--- src/design/upsf_pkg.sv ---
// ----------------------------------------------------------------------------
// upsf_pkg: shared types and constants of the URL path safety filter
// Payload structs of both channels, the entry that the front hands to the
// back through the queue, verdict reason codes and defaults.
// ----------------------------------------------------------------------------
package upsf_pkg;

	localparam int unsigned QUEUE_DEPTH_DEFAULT = 2;
	localparam logic [7:0]  MAX_LENGTH_RESET    = 8'd40;

	// verdict reason codes
	localparam logic [2:0] RSN_OK     = 3'd0;
	localparam logic [2:0] RSN_LENGTH = 3'd1;
	localparam logic [2:0] RSN_ROOT   = 3'd2;
	localparam logic [2:0] RSN_CTRL   = 3'd3;
	localparam logic [2:0] RSN_DOT    = 3'd4;
	localparam logic [2:0] RSN_DOUBLE = 3'd5;
	localparam logic [2:0] RSN_BADCHR = 3'd6;
	localparam logic [2:0] RSN_SQL    = 3'd7;

	typedef struct packed {
		logic [7:0] path_byte;
		logic       last;
	} in_item_t;

	typedef struct packed {
		logic       accepted;
		logic [2:0] reason;
	} out_item_t;

	// percent escape decoder state
	typedef enum logic [1:0] {
		ESC_NONE,
		ESC_PCT,
		ESC_HEX1
	} esc_state_t;

	// one raw byte worth of decoded output, plus raw-side verdict bits
	typedef struct packed {
		logic [7:0] byte0;
		logic [7:0] byte1;
		logic [1:0] num;
		logic       last;
		logic       len_fail;
		logic       dbl_fail;
	} q_entry_t;

	typedef struct packed {
		logic full;
		logic empty;
	} q_status_t;

	// per-path state of the decoded-byte checker
	typedef struct packed {
		logic [39:0] window;
		logic [2:0]  count;
		logic        root_fail;
		logic        ctrl_fail;
		logic        dot_fail;
		logic        bad_fail;
		logic        sql_fail;
	} back_state_t;

endpackage

--- src/design/upsf_front.sv ---
// ----------------------------------------------------------------------------
// upsf_front: raw byte stage
// Counts raw bytes, spots doubled slashes, decodes percent escapes and
// builds one queue entry per accepted byte.
// ----------------------------------------------------------------------------
module upsf_front (
	input  logic                 clk,
	input  logic                 arst_n,
	input  logic [7:0]           max_length,
	input  logic                 accept,
	input  upsf_pkg::in_item_t   item,
	output upsf_pkg::q_entry_t   entry
);

	upsf_pkg::esc_state_t esc_q, esc_d;
	logic [7:0] cnt_q, cnt_d;
	logic       ovf_q, ovf_d;
	logic [7:0] prev_q;
	logic       dbl_q, dbl_d;
	logic [7:0] first_q;
	logic [7:0] b;

	function automatic logic [4:0] hex_digit(input logic [7:0] c);
		logic [4:0] r;
		r = 5'h00;
		if (c >= "0" && c <= "9") r = {1'b1, 4'(c - "0")};
		else if (c >= "a" && c <= "f") r = {1'b1, 4'(c - "a" + 8'd10)};
		else if (c >= "A" && c <= "F") r = {1'b1, 4'(c - "A" + 8'd10)};
		return r;
	endfunction

	// strtol base 16 on a two-byte string, modulo 256
	function automatic logic [7:0] decode_pair(input logic [7:0] a, input logic [7:0] c);
		logic [4:0] da;
		logic [4:0] dc;
		logic [7:0] r;
		da = hex_digit(a);
		dc = hex_digit(c);
		if (da[4]) begin
			r = dc[4] ? {da[3:0], dc[3:0]} : {4'h0, da[3:0]};
		end else if (a == " " || (a >= 8'h09 && a <= 8'h0D) || a == "+") begin
			r = dc[4] ? {4'h0, dc[3:0]} : 8'h00;
		end else if (a == "-") begin
			r = dc[4] ? 8'(8'h00 - {4'h0, dc[3:0]}) : 8'h00;
		end else begin
			r = 8'h00;
		end
		return r;
	endfunction

	assign b = item.path_byte;

	always_comb begin
		cnt_d = (cnt_q == 8'hFF) ? cnt_q : cnt_q + 8'd1;
		ovf_d = ovf_q | (cnt_q == 8'hFF);
		dbl_d = dbl_q | ((cnt_q != 8'd0) &&
			((b == "/" && prev_q == "/") || (b == "\\" && prev_q == "\\")));

		esc_d          = esc_q;
		entry.byte0    = b;
		entry.byte1    = b;
		entry.num      = 2'd0;
		entry.last     = item.last;
		entry.len_fail = ovf_d || (cnt_d > max_length);
		entry.dbl_fail = dbl_d;

		case (esc_q)
			upsf_pkg::ESC_PCT: begin
				if (item.last) begin
					// escape cut short: the percent and this byte stay literal
					entry.byte0 = "%";
					entry.num   = 2'd2;
					esc_d       = upsf_pkg::ESC_NONE;
				end else begin
					esc_d = upsf_pkg::ESC_HEX1;
				end
			end
			upsf_pkg::ESC_HEX1: begin
				entry.byte0 = decode_pair(first_q, b);
				entry.num   = 2'd1;
				esc_d       = upsf_pkg::ESC_NONE;
			end
			default: begin
				if (b == "%" && !item.last) begin
					esc_d = upsf_pkg::ESC_PCT;
				end else begin
					entry.num = 2'd1;
					esc_d     = upsf_pkg::ESC_NONE;
				end
			end
		endcase
	end

	always_ff @(posedge clk or negedge arst_n) begin
		if (!arst_n) begin
			esc_q  <= upsf_pkg::ESC_NONE;
			cnt_q  <= 8'd0;
			ovf_q  <= 1'b0;
			prev_q <= 8'd0;
			dbl_q  <= 1'b0;
		end else if (accept) begin
			if (item.last) begin
				esc_q  <= upsf_pkg::ESC_NONE;
				cnt_q  <= 8'd0;
				ovf_q  <= 1'b0;
				prev_q <= 8'd0;
				dbl_q  <= 1'b0;
			end else begin
				esc_q  <= esc_d;
				cnt_q  <= cnt_d;
				ovf_q  <= ovf_d;
				prev_q <= b;
				dbl_q  <= dbl_d;
			end
		end
	end

	always_ff @(posedge clk) begin
		if (accept && esc_q == upsf_pkg::ESC_PCT && !item.last) begin
			first_q <= b;
		end
	end

endmodule

--- src/design/upsf_queue.sv ---
// ----------------------------------------------------------------------------
// upsf_queue: entry queue between front and back
// Small register FIFO; the head is visible combinationally.
// ----------------------------------------------------------------------------
module upsf_queue #(
	parameter int unsigned DEPTH = upsf_pkg::QUEUE_DEPTH_DEFAULT
) (
	input  logic                clk,
	input  logic                arst_n,
	input  logic                push,
	input  upsf_pkg::q_entry_t  wr_entry,
	input  logic                pop,
	output upsf_pkg::q_entry_t  head,
	output upsf_pkg::q_status_t status
);

	localparam int unsigned PTR_W = (DEPTH > 1) ? $clog2(DEPTH) : 1;
	localparam int unsigned CNT_W = $clog2(DEPTH + 1);
	localparam logic [PTR_W-1:0] PTR_LAST = PTR_W'(DEPTH - 1);
	localparam logic [CNT_W-1:0] CNT_FULL = CNT_W'(DEPTH);

	upsf_pkg::q_entry_t mem_q [DEPTH];
	logic [PTR_W-1:0] wr_ptr_q, rd_ptr_q;
	logic [CNT_W-1:0] cnt_q;

	assign head         = mem_q[rd_ptr_q];
	assign status.full  = (cnt_q == CNT_FULL);
	assign status.empty = (cnt_q == '0);

	always_ff @(posedge clk or negedge arst_n) begin
		if (!arst_n) begin
			wr_ptr_q <= '0;
			rd_ptr_q <= '0;
			cnt_q    <= '0;
		end else begin
			if (push) wr_ptr_q <= (wr_ptr_q == PTR_LAST) ? '0 : wr_ptr_q + PTR_W'(1);
			if (pop)  rd_ptr_q <= (rd_ptr_q == PTR_LAST) ? '0 : rd_ptr_q + PTR_W'(1);
			if (push && !pop)      cnt_q <= cnt_q + CNT_W'(1);
			else if (pop && !push) cnt_q <= cnt_q - CNT_W'(1);
		end
	end

	always_ff @(posedge clk) begin
		if (push) mem_q[wr_ptr_q] <= wr_entry;
	end

endmodule

--- src/design/upsf_back.sv ---
// ----------------------------------------------------------------------------
// upsf_back: decoded byte checker and verdict register
// Runs the decoded-byte checks on each entry and holds the verdict until
// the receiver takes it.
// ----------------------------------------------------------------------------
module upsf_back (
	input  logic                clk,
	input  logic                arst_n,
	input  upsf_pkg::q_entry_t  head,
	input  logic                head_valid,
	output logic                pop,
	output logic                out_valid,
	input  logic                out_stall,
	output upsf_pkg::out_item_t out_data
);

	upsf_pkg::back_state_t state_q, s1, s2;
	upsf_pkg::out_item_t   verdict;
	logic                  out_valid_q;
	upsf_pkg::out_item_t   out_data_q;

	function automatic upsf_pkg::back_state_t take_byte(
		input upsf_pkg::back_state_t s,
		input logic [7:0]            c
	);
		upsf_pkg::back_state_t r;
		logic [7:0] w0, w1, w2, w3, w4;
		logic       ok_chr;
		logic       sql;
		r  = s;
		w0 = s.window[7:0];
		w1 = s.window[15:8];
		w2 = s.window[23:16];
		w3 = s.window[31:24];
		w4 = s.window[39:32];
		ok_chr = (c >= "a" && c <= "z") || (c >= "A" && c <= "Z") ||
			(c >= "0" && c <= "9") || c == "/" || c == "_" || c == "-" || c == ".";
		sql = (c == "-" && s.count >= 3'd1 && w0 == "-") ||
			(c == "*" && s.count >= 3'd1 && w0 == "/") ||
			(c == "/" && s.count >= 3'd1 && w0 == "*") ||
			(c == "_" && s.count >= 3'd2 && w0 == "p" && w1 == "x") ||
			(c == "c" && s.count >= 3'd3 && w0 == "e" && w1 == "x" && w2 == "e") ||
			(c == "n" && s.count >= 3'd4 && w0 == "o" && w1 == "i" && w2 == "n" &&
				w3 == "u") ||
			(c == "t" && s.count >= 3'd5 && w0 == "c" && w1 == "e" && w2 == "l" &&
				w3 == "e" && w4 == "s");
		r.root_fail = s.root_fail | (s.count == 3'd0 && c != "/");
		r.ctrl_fail = s.ctrl_fail | (c < 8'h20);
		r.dot_fail  = s.dot_fail | (c == "~" || c == "\\" || c == "%" ||
			(c == "." && s.count >= 3'd1 && w0 == "."));
		r.bad_fail  = s.bad_fail | !ok_chr;
		r.sql_fail  = s.sql_fail | sql;
		r.window    = {s.window[31:0], c};
		r.count     = (s.count == 3'd7) ? s.count : s.count + 3'd1;
		return r;
	endfunction

	// a closing entry waits until the verdict register is free
	assign pop = head_valid && (!head.last || !out_valid_q || !out_stall);

	always_comb begin
		s1 = (head.num != 2'd0) ? take_byte(state_q, head.byte0) : state_q;
		s2 = (head.num == 2'd2) ? take_byte(s1, head.byte1) : s1;

		if (head.len_fail)  verdict.reason = upsf_pkg::RSN_LENGTH;
		else if (s2.root_fail) verdict.reason = upsf_pkg::RSN_ROOT;
		else if (s2.ctrl_fail) verdict.reason = upsf_pkg::RSN_CTRL;
		else if (s2.dot_fail)  verdict.reason = upsf_pkg::RSN_DOT;
		else if (head.dbl_fail) verdict.reason = upsf_pkg::RSN_DOUBLE;
		else if (s2.bad_fail)  verdict.reason = upsf_pkg::RSN_BADCHR;
		else if (s2.sql_fail)  verdict.reason = upsf_pkg::RSN_SQL;
		else verdict.reason = upsf_pkg::RSN_OK;
		verdict.accepted = (verdict.reason == upsf_pkg::RSN_OK);
	end

	always_ff @(posedge clk or negedge arst_n) begin
		if (!arst_n) begin
			state_q     <= '0;
			out_valid_q <= 1'b0;
		end else begin
			if (pop) begin
				state_q <= head.last ? '0 : s2;
			end
			if (pop && head.last) out_valid_q <= 1'b1;
			else if (!out_stall)  out_valid_q <= 1'b0;
		end
	end

	always_ff @(posedge clk) begin
		if (pop && head.last) out_data_q <= verdict;
	end

	assign out_valid = out_valid_q;
	assign out_data  = out_data_q;

endmodule

--- src/design/url_path_safety_filter.sv ---
// ----------------------------------------------------------------------------
// url_path_safety_filter: streaming URL path checker
// Takes raw path bytes one per transfer and gives one pass/fail verdict with
// a reason code after the byte marked last.
// ----------------------------------------------------------------------------
// Usage:
//   in channel : in_valid / in_stall, payload in_data (path_byte, last).
//   out channel: out_valid / out_stall, payload out_data (accepted, reason).
//   config     : cfg_we / cfg_wdata writes max_length; write only while idle.
// Throughput: one byte per cycle while in_stall is low, paths back to back
//   with no gap. The front stage handles each raw byte as it is taken, the
//   back stage checks up to two decoded bytes of one entry per cycle unless
//   a closing entry waits for the verdict register. Output: the last byte is
//   written into the queue, the back stage pops its closing entry and the
//   verdict register raises out_valid, when the queue is empty and the output is free.
// Stall: a held verdict stops the back stage only at the next closing entry;
//   the queue then fills and in_stall rises when it is full.
// Reset: arst_n clears all path state, empties the queue, drops any pending
//   verdict and sets max_length to 40. No clearing pass is needed.
// ----------------------------------------------------------------------------
module url_path_safety_filter #(
	parameter int unsigned QUEUE_DEPTH = upsf_pkg::QUEUE_DEPTH_DEFAULT
) (
	input  logic                clk,
	input  logic                arst_n,
	input  logic                in_valid,
	output logic                in_stall,
	input  upsf_pkg::in_item_t  in_data,
	output logic                out_valid,
	input  logic                out_stall,
	output upsf_pkg::out_item_t out_data,
	input  logic                cfg_we,
	input  logic [7:0]          cfg_wdata
);

	logic                max_length_q;
	logic [7:0]          max_len_q;
	logic                push;
	logic                pop;
	upsf_pkg::q_entry_t  wr_entry;
	upsf_pkg::q_entry_t  head;
	upsf_pkg::q_status_t q_status;

	// hold the limit register; the user must write it only between paths, the block itself does not enforce it
	always_ff @(posedge clk or negedge arst_n) begin
		if (!arst_n) begin
			max_len_q    <= upsf_pkg::MAX_LENGTH_RESET;
			max_length_q <= 1'b0;
		end else begin
			max_length_q <= cfg_we;
			if (cfg_we) max_len_q <= cfg_wdata;
		end
	end

	// take a byte whenever the queue has room
	assign in_stall = q_status.full;
	assign push     = in_valid && !in_stall;

	upsf_front u_front (
		.clk        (clk),
		.arst_n     (arst_n),
		.max_length (max_len_q),
		.accept     (push),
		.item       (in_data),
		.entry      (wr_entry)
	);

	upsf_queue #(
		.DEPTH (QUEUE_DEPTH)
	) u_queue (
		.clk      (clk),
		.arst_n   (arst_n),
		.push     (push),
		.wr_entry (wr_entry),
		.pop      (pop),
		.head     (head),
		.status   (q_status)
	);

	upsf_back u_back (
		.clk        (clk),
		.arst_n     (arst_n),
		.head       (head),
		.head_valid (!q_status.empty),
		.pop        (pop),
		.out_valid  (out_valid),
		.out_stall  (out_stall),
		.out_data   (out_data)
	);

	// verdict flag agrees with its reason code
	assert property (@(posedge clk) disable iff (!arst_n)
		out_valid |-> (out_data.accepted == (out_data.reason == upsf_pkg::RSN_OK)))
	else $error("accepted flag disagrees with reason");

	// a closing entry never overwrites a verdict still held by the receiver
	assert property (@(posedge clk) disable iff (!arst_n)
		(pop && head.last) |-> !(out_valid && out_stall))
	else $error("verdict overwritten while stalled");

	// a new verdict only follows the pop of a closing entry
	assert property (@(posedge clk) disable iff (!arst_n)
		$rose(out_valid) |-> $past(pop && head.last))
	else $error("verdict without closing entry");

	// the back stage pops only while the queue holds an entry
	assert property (@(posedge clk) disable iff (!arst_n)
		pop |-> !q_status.empty)
	else $error("pop from empty queue");

	// limit register tracks the last write
	assert property (@(posedge clk) disable iff (!arst_n)
		max_length_q |-> (max_len_q == $past(cfg_wdata)))
	else $error("max_length not written");

endmodule
--- config.mk ---
export PLATFORM = sky130hd
export DESIGN_NAME = url_path_safety_filter
export DESIGN_NICKNAME = d
export VERILOG_FILES = /design/src/design/upsf_pkg.sv /design/src/design/upsf_front.sv /design/src/design/upsf_queue.sv /design/src/design/upsf_back.sv /design/src/design/url_path_safety_filter.sv
export SDC_FILE = /design/constraint.sdc
export NUM_CORES = 1
export LEC_CHECK = 0
export ABC_AREA = 1
export BUFFER_PORTS_ARGS = -buffer_cell sky130_fd_sc_hd__buf_2
export CAP_MARGIN = 40
export CORE_ASPECT_RATIO = 1.75
export CORE_MARGIN = 4
export CORE_UTILIZATION = 44
export DETAILED_ROUTE_END_ITERATION = 8
export GPL_TIMING_DRIVEN = 0
export PLACE_DENSITY = 0.58
export SETUP_SLACK_MARGIN = 0.02
export SLEW_MARGIN = 20
export SYNTH_ARGS = -nofsm -noshare
export SYNTH_HDL_FRONTEND = slang
export SYNTH_SLANG_ARGS = --single-unit
--- constraint.sdc ---
create_clock -name clk -period 4.6 [get_ports clk]
set_input_delay 0.92 -clock clk [delete_from_list [all_inputs] [get_ports clk]]
set_output_delay 0.92 -clock clk [all_outputs]
set_load 0.01 [all_outputs]
==> flow_summary_export.csv <==
group,metric,value,unit
status,outcome,"finished, final reports clean",
final_layout,fin_area,9856,sq um
logic_synthesis,ys_warn_count,0,
worst_setup_path,startpoint_type,"primary input",
logic_synthesis,ys_types,52,
place,dp.final_hpwl,24720,um
worst_setup_path,cp.arrival,3610,ps
detailed_routing,drc_errors,0,
place,post_dp_cell_area,9219,sq um
logic_synthesis,yosysSeqAreaShare,41.84,%
timing,setup_viol,0,
final_layout,syn2layout_area_growth,12.93,%
timing,maxSlewViolCount,0,
detailed_routing,first_pass_iters,7,
timing,finClkSkew,9.614,ps
timing,fin_crit,3372,ps
place,io_buffers,27,
worst_setup_path,criticalPathCategory,"primary input to register",
clock_tree,clk_path_buf_depth,2,
final_layout,antenna_cells,0,
global_routing,grt_pass1_wl,48150,um
worst_setup_path,crit_path_cell_trace,"buf_2, inv_1, ha_1, nor3_1, nor3_1, inv_1, o21ai_0, inv_1, ha_1, nor2_1, xor2_1, o21ai_0, nand3_1, a32oi_1",
logic_synthesis,synth_edf_count,54,
clock_tree,post_cts_resized,0,
logic_synthesis,synth_top_area_cell,"dfrtp_1",
clock_tree,clkTransAtPathRegs,60,ps
detailed_routing,routed_via_density,5.702,
worst_setup_path,crit_family,"compound AO/OA/AOI/OAI gates",
worst_setup_path,rrSetupSlack,1230,ps
power,combinationalPowerShare,45.7,%
floorplanning,start_util,45.07,%
timing,fin_crit_sh,73.31,%
power,p_leak,4.473,nW
detailed_routing,routedWlPerCell,21.41,um
logic_synthesis,synth_seq_cells,135,
power,p_int,3.314,mW
worst_setup_path,required,4840,ps
final_layout,nNetsFinal,1261,
logic_synthesis,synth_ff_type,"dfrtp_1",
global_routing,grt_max_degree,43,
power,power_density,623.3,nW/um^2
global_routing,grt_util_all_layers,29.05,%
clock_tree,cts_tree,"built",
detailed_routing,vias,8348,
detailed_routing,detail-route-antenna-nets,0,
logic_synthesis,syn_nets,1210,
worst_setup_path,worstPathMaxFanout,9,
detailed_routing,routed_wl,31350,um
power,swShare,46.05,%
global_routing,antenna_found_initial,0,
global_routing,grt_overflow,0,
clock_tree,numCtsBuffers,17,
floorplanning,core,19360,sq um
clock_tree,cts-root-buf,"clkbuf_16",
worst_setup_path,crit_top_cell,"inv_1",
worst_setup_path,r2r-start,"u_queue.rd_ptr_q",
clock_tree,clkSinkCount,135,
min_path,hold_path.class,"primary input to asynchronous set/reset pin",
clock_tree,cts_setup_buffers,0,
worst_setup_path,end_kind,"register",
logic_synthesis,syn_area_per_cell,7.530,sq um
floorplanning,placementRows,67,
global_routing,grt_pass1_vias,8609,
power,p_total,6.143,mW
floorplanning,fp.dieW,114.5,um
logic_synthesis,syn_inst,1159,
place,gp_congestion,0.9943,
worst_setup_path,cpMaxStageDelayCell,"nor3_1",
final_layout,drive_gt1_share,10.96,%
floorplanning,die_area,22240,sq um
power,switchingPower,2.829,mW
timing,setup_tns,0,ps
logic_synthesis,ys_async_sr_fraction,60.00,%
final_layout,final_core_util,50.89,%
worst_setup_path,rr_worst_depth,18,
worst_setup_path,path_buf_inv,4,
floorplanning,io_pins,28,
worst_setup_path,rr_endpoint,"u_back.out_data[2]",
timing,fmax,0.2965,GHz
logic_synthesis,synth.area.top_cells,"dfrtp_1 (23%), edfxtp_1 (19%), nand2_1 (12%)",
logic_synthesis,syn_area,8727,sq um
timing,hold_viol,0,
place,dp.cells,1431,
timing,rsz0062_at_grt,"no",
logic_synthesis,synth_top_area_share,22.65,%
power,pwr-share-seq,30.3,%
clock_tree,clkLatencyLatePin,440,ps
floorplanning,die_h,194.3,um
job,maxCapViolCount,0,
power,pwr-share-clk,24.0,%
timing,relSlewSlack,40.59,%
timing,tightest_slew,887.9,ps
detailed_routing,initialDrtViolationCount,496,
power,vdd_ir_drop_max,0.0003353,V
clock_tree,htreeDepth,4,
worst_setup_path,critPathMaxStageDelay,390,ps
clock_tree,cts.hold.buffers_added,0,
final_layout,instances_no_fill,1464,
power groups by stage:
stage          clock network (mW)  logic [mW]  registers [mW]
2_1_floorplan                   0        1.83            1.80
3_3_place_gp                    0        2.72            1.88
3_5_place_dp                    0        2.75            1.88
4_1_cts                      1.49        2.76            1.86
5_1_grt                      1.54        3.10            1.89
6_report                     1.47        2.81            1.86
per-stage QoR:
stage / hold WS, ps / worst slack, ps
global placement: 463.0 / 864.1
detailed placement: 469.3 / 835.3
finish: 479.3 / 1228
CTS: 483.4 / 1166
global route: 510.3 / 893.8
floorplan: 448.1 / 1683
cells in the final DEF, fill, tap and decap left out, types with 22 or more instances in the layout:
cell type and instances:
o22ai_1 46, edfxtp_1 54, nand3_1 75, clkbuf_1 22, ha_1 29, o21ai_0 86, nand2_1 268, a21oi_1 29
dfrtp_1 79, nor3_1 27, buf_2 35, nor2_1 112, inv_1 161, nand4_1 26
per-layer routing:
| layer | routed length, um | vias up | GRT usage, % | part of all wire (%) |
|---|---|---|---|---|
| met5 | 0 | - | 0 | 0 |
| met2 | 16840 | 298 | 53.53 | 54 |
| met4 | 3019 | 0 | 23.78 | 9.6 |
| met3 | 1313 | 140 | 5.476 | 4.2 |
| met1 | 10180 | 3928 | 26.48 | 32 |
| li1 | - | 3982 | - | - |
state kept, by name, summed over array words and instances (netlist names):
signal	cells
u_back.state_q	48
u_front.first_q	8
u_queue.mem_q	42
u_queue.cnt_q	2
u_queue.rd_ptr_q	1
u_front.dbl_q	1
max_len_q	8
u_back.out_valid	1
u_queue.wr_ptr_q	1
u_front.prev_q	8
u_back.out_data	4
u_front.cnt_q	8
u_front.ovf_q	1
u_front.esc_q	2
synthesized netlist by cell type (3+ instances only):
| library cell | instances |
|---|---|
| o22ai_1 | 46 |
| nor2_1 | 114 |
| inv_1 | 161 |
| o211ai_1 | 8 |
| mux2i_1 | 3 |
| dfrtp_1 | 79 |
| buf_2 | 8 |
| nor3_1 | 27 |
| nor2_2 | 9 |
| ha_1 | 29 |
| clkbuf_1 | 21 |
| inv_2 | 5 |
| o21ai_2 | 4 |
| o21ai_1 | 10 |
| buf_6 | 6 |
| edfxtp_1 | 54 |
| nand3_1 | 75 |
| xor2_1 | 10 |
| o21ai_0 | 86 |
| a32oi_1 | 3 |
| nand2_4 | 4 |
| o31ai_1 | 3 |
| a32o_1 | 5 |
| nor3_2 | 3 |
| buf_4 | 3 |
| nor4_1 | 9 |
| a31oi_1 | 5 |
| nand2_2 | 19 |
| nand2_1 | 268 |
| nand4_1 | 26 |
| a21oi_1 | 29 |
worst max path at each step:
stage	start	end	slack, ps	depth (start not counted)
2_1_floorplan	in_data[1]	u_queue.mem_q[0][15]	1680	13
3_3_place_gp	in_data[1]	u_queue.mem_q[0][15]	860	14
3_5_place_dp	in_data[1]	u_queue.mem_q[1][15]	840	14
4_1_cts	u_queue.rd_ptr_q	u_queue.cnt_q[1]	1170	11
5_1_grt	u_queue.rd_ptr_q	u_back.out_data[3]	890	27
6_report	in_data[1]	u_queue.mem_q[0][15]	1230	14
cell type report:
| cell class | count | area, sq um |
|---|---|---|
| Multi-Input combinational cell | 817 | 4222 |
| Fill cell | 1945 | 9509 |
| Sequential cell | 135 | 3651 |
| Inverter | 168 | 635.6 |
| Buffer | 39 | 224.0 |
| Clock inverter | 14 | 196.4 |
| Timing Repair Buffer | 32 | 196.4 |
| Tap cell | 241 | 301.5 |
| Clock buffer | 18 | 429.2 |
cells by family after synthesis:
family | after synthesis | synth area share, %
AND/OR/NAND/NOR | 558 | 27.97
AO/OA/AOI/OAI | 215 | 14.61
buffers and inverters | 207 | 9.849
flip-flops | 135 | 41.84
adder cells (fa/ha/maj) | 29 | 4.158
XOR/XNOR | 11 | 1.104
multiplexers | 4 | 0.4731
Power figures use the tool's default switching activity.
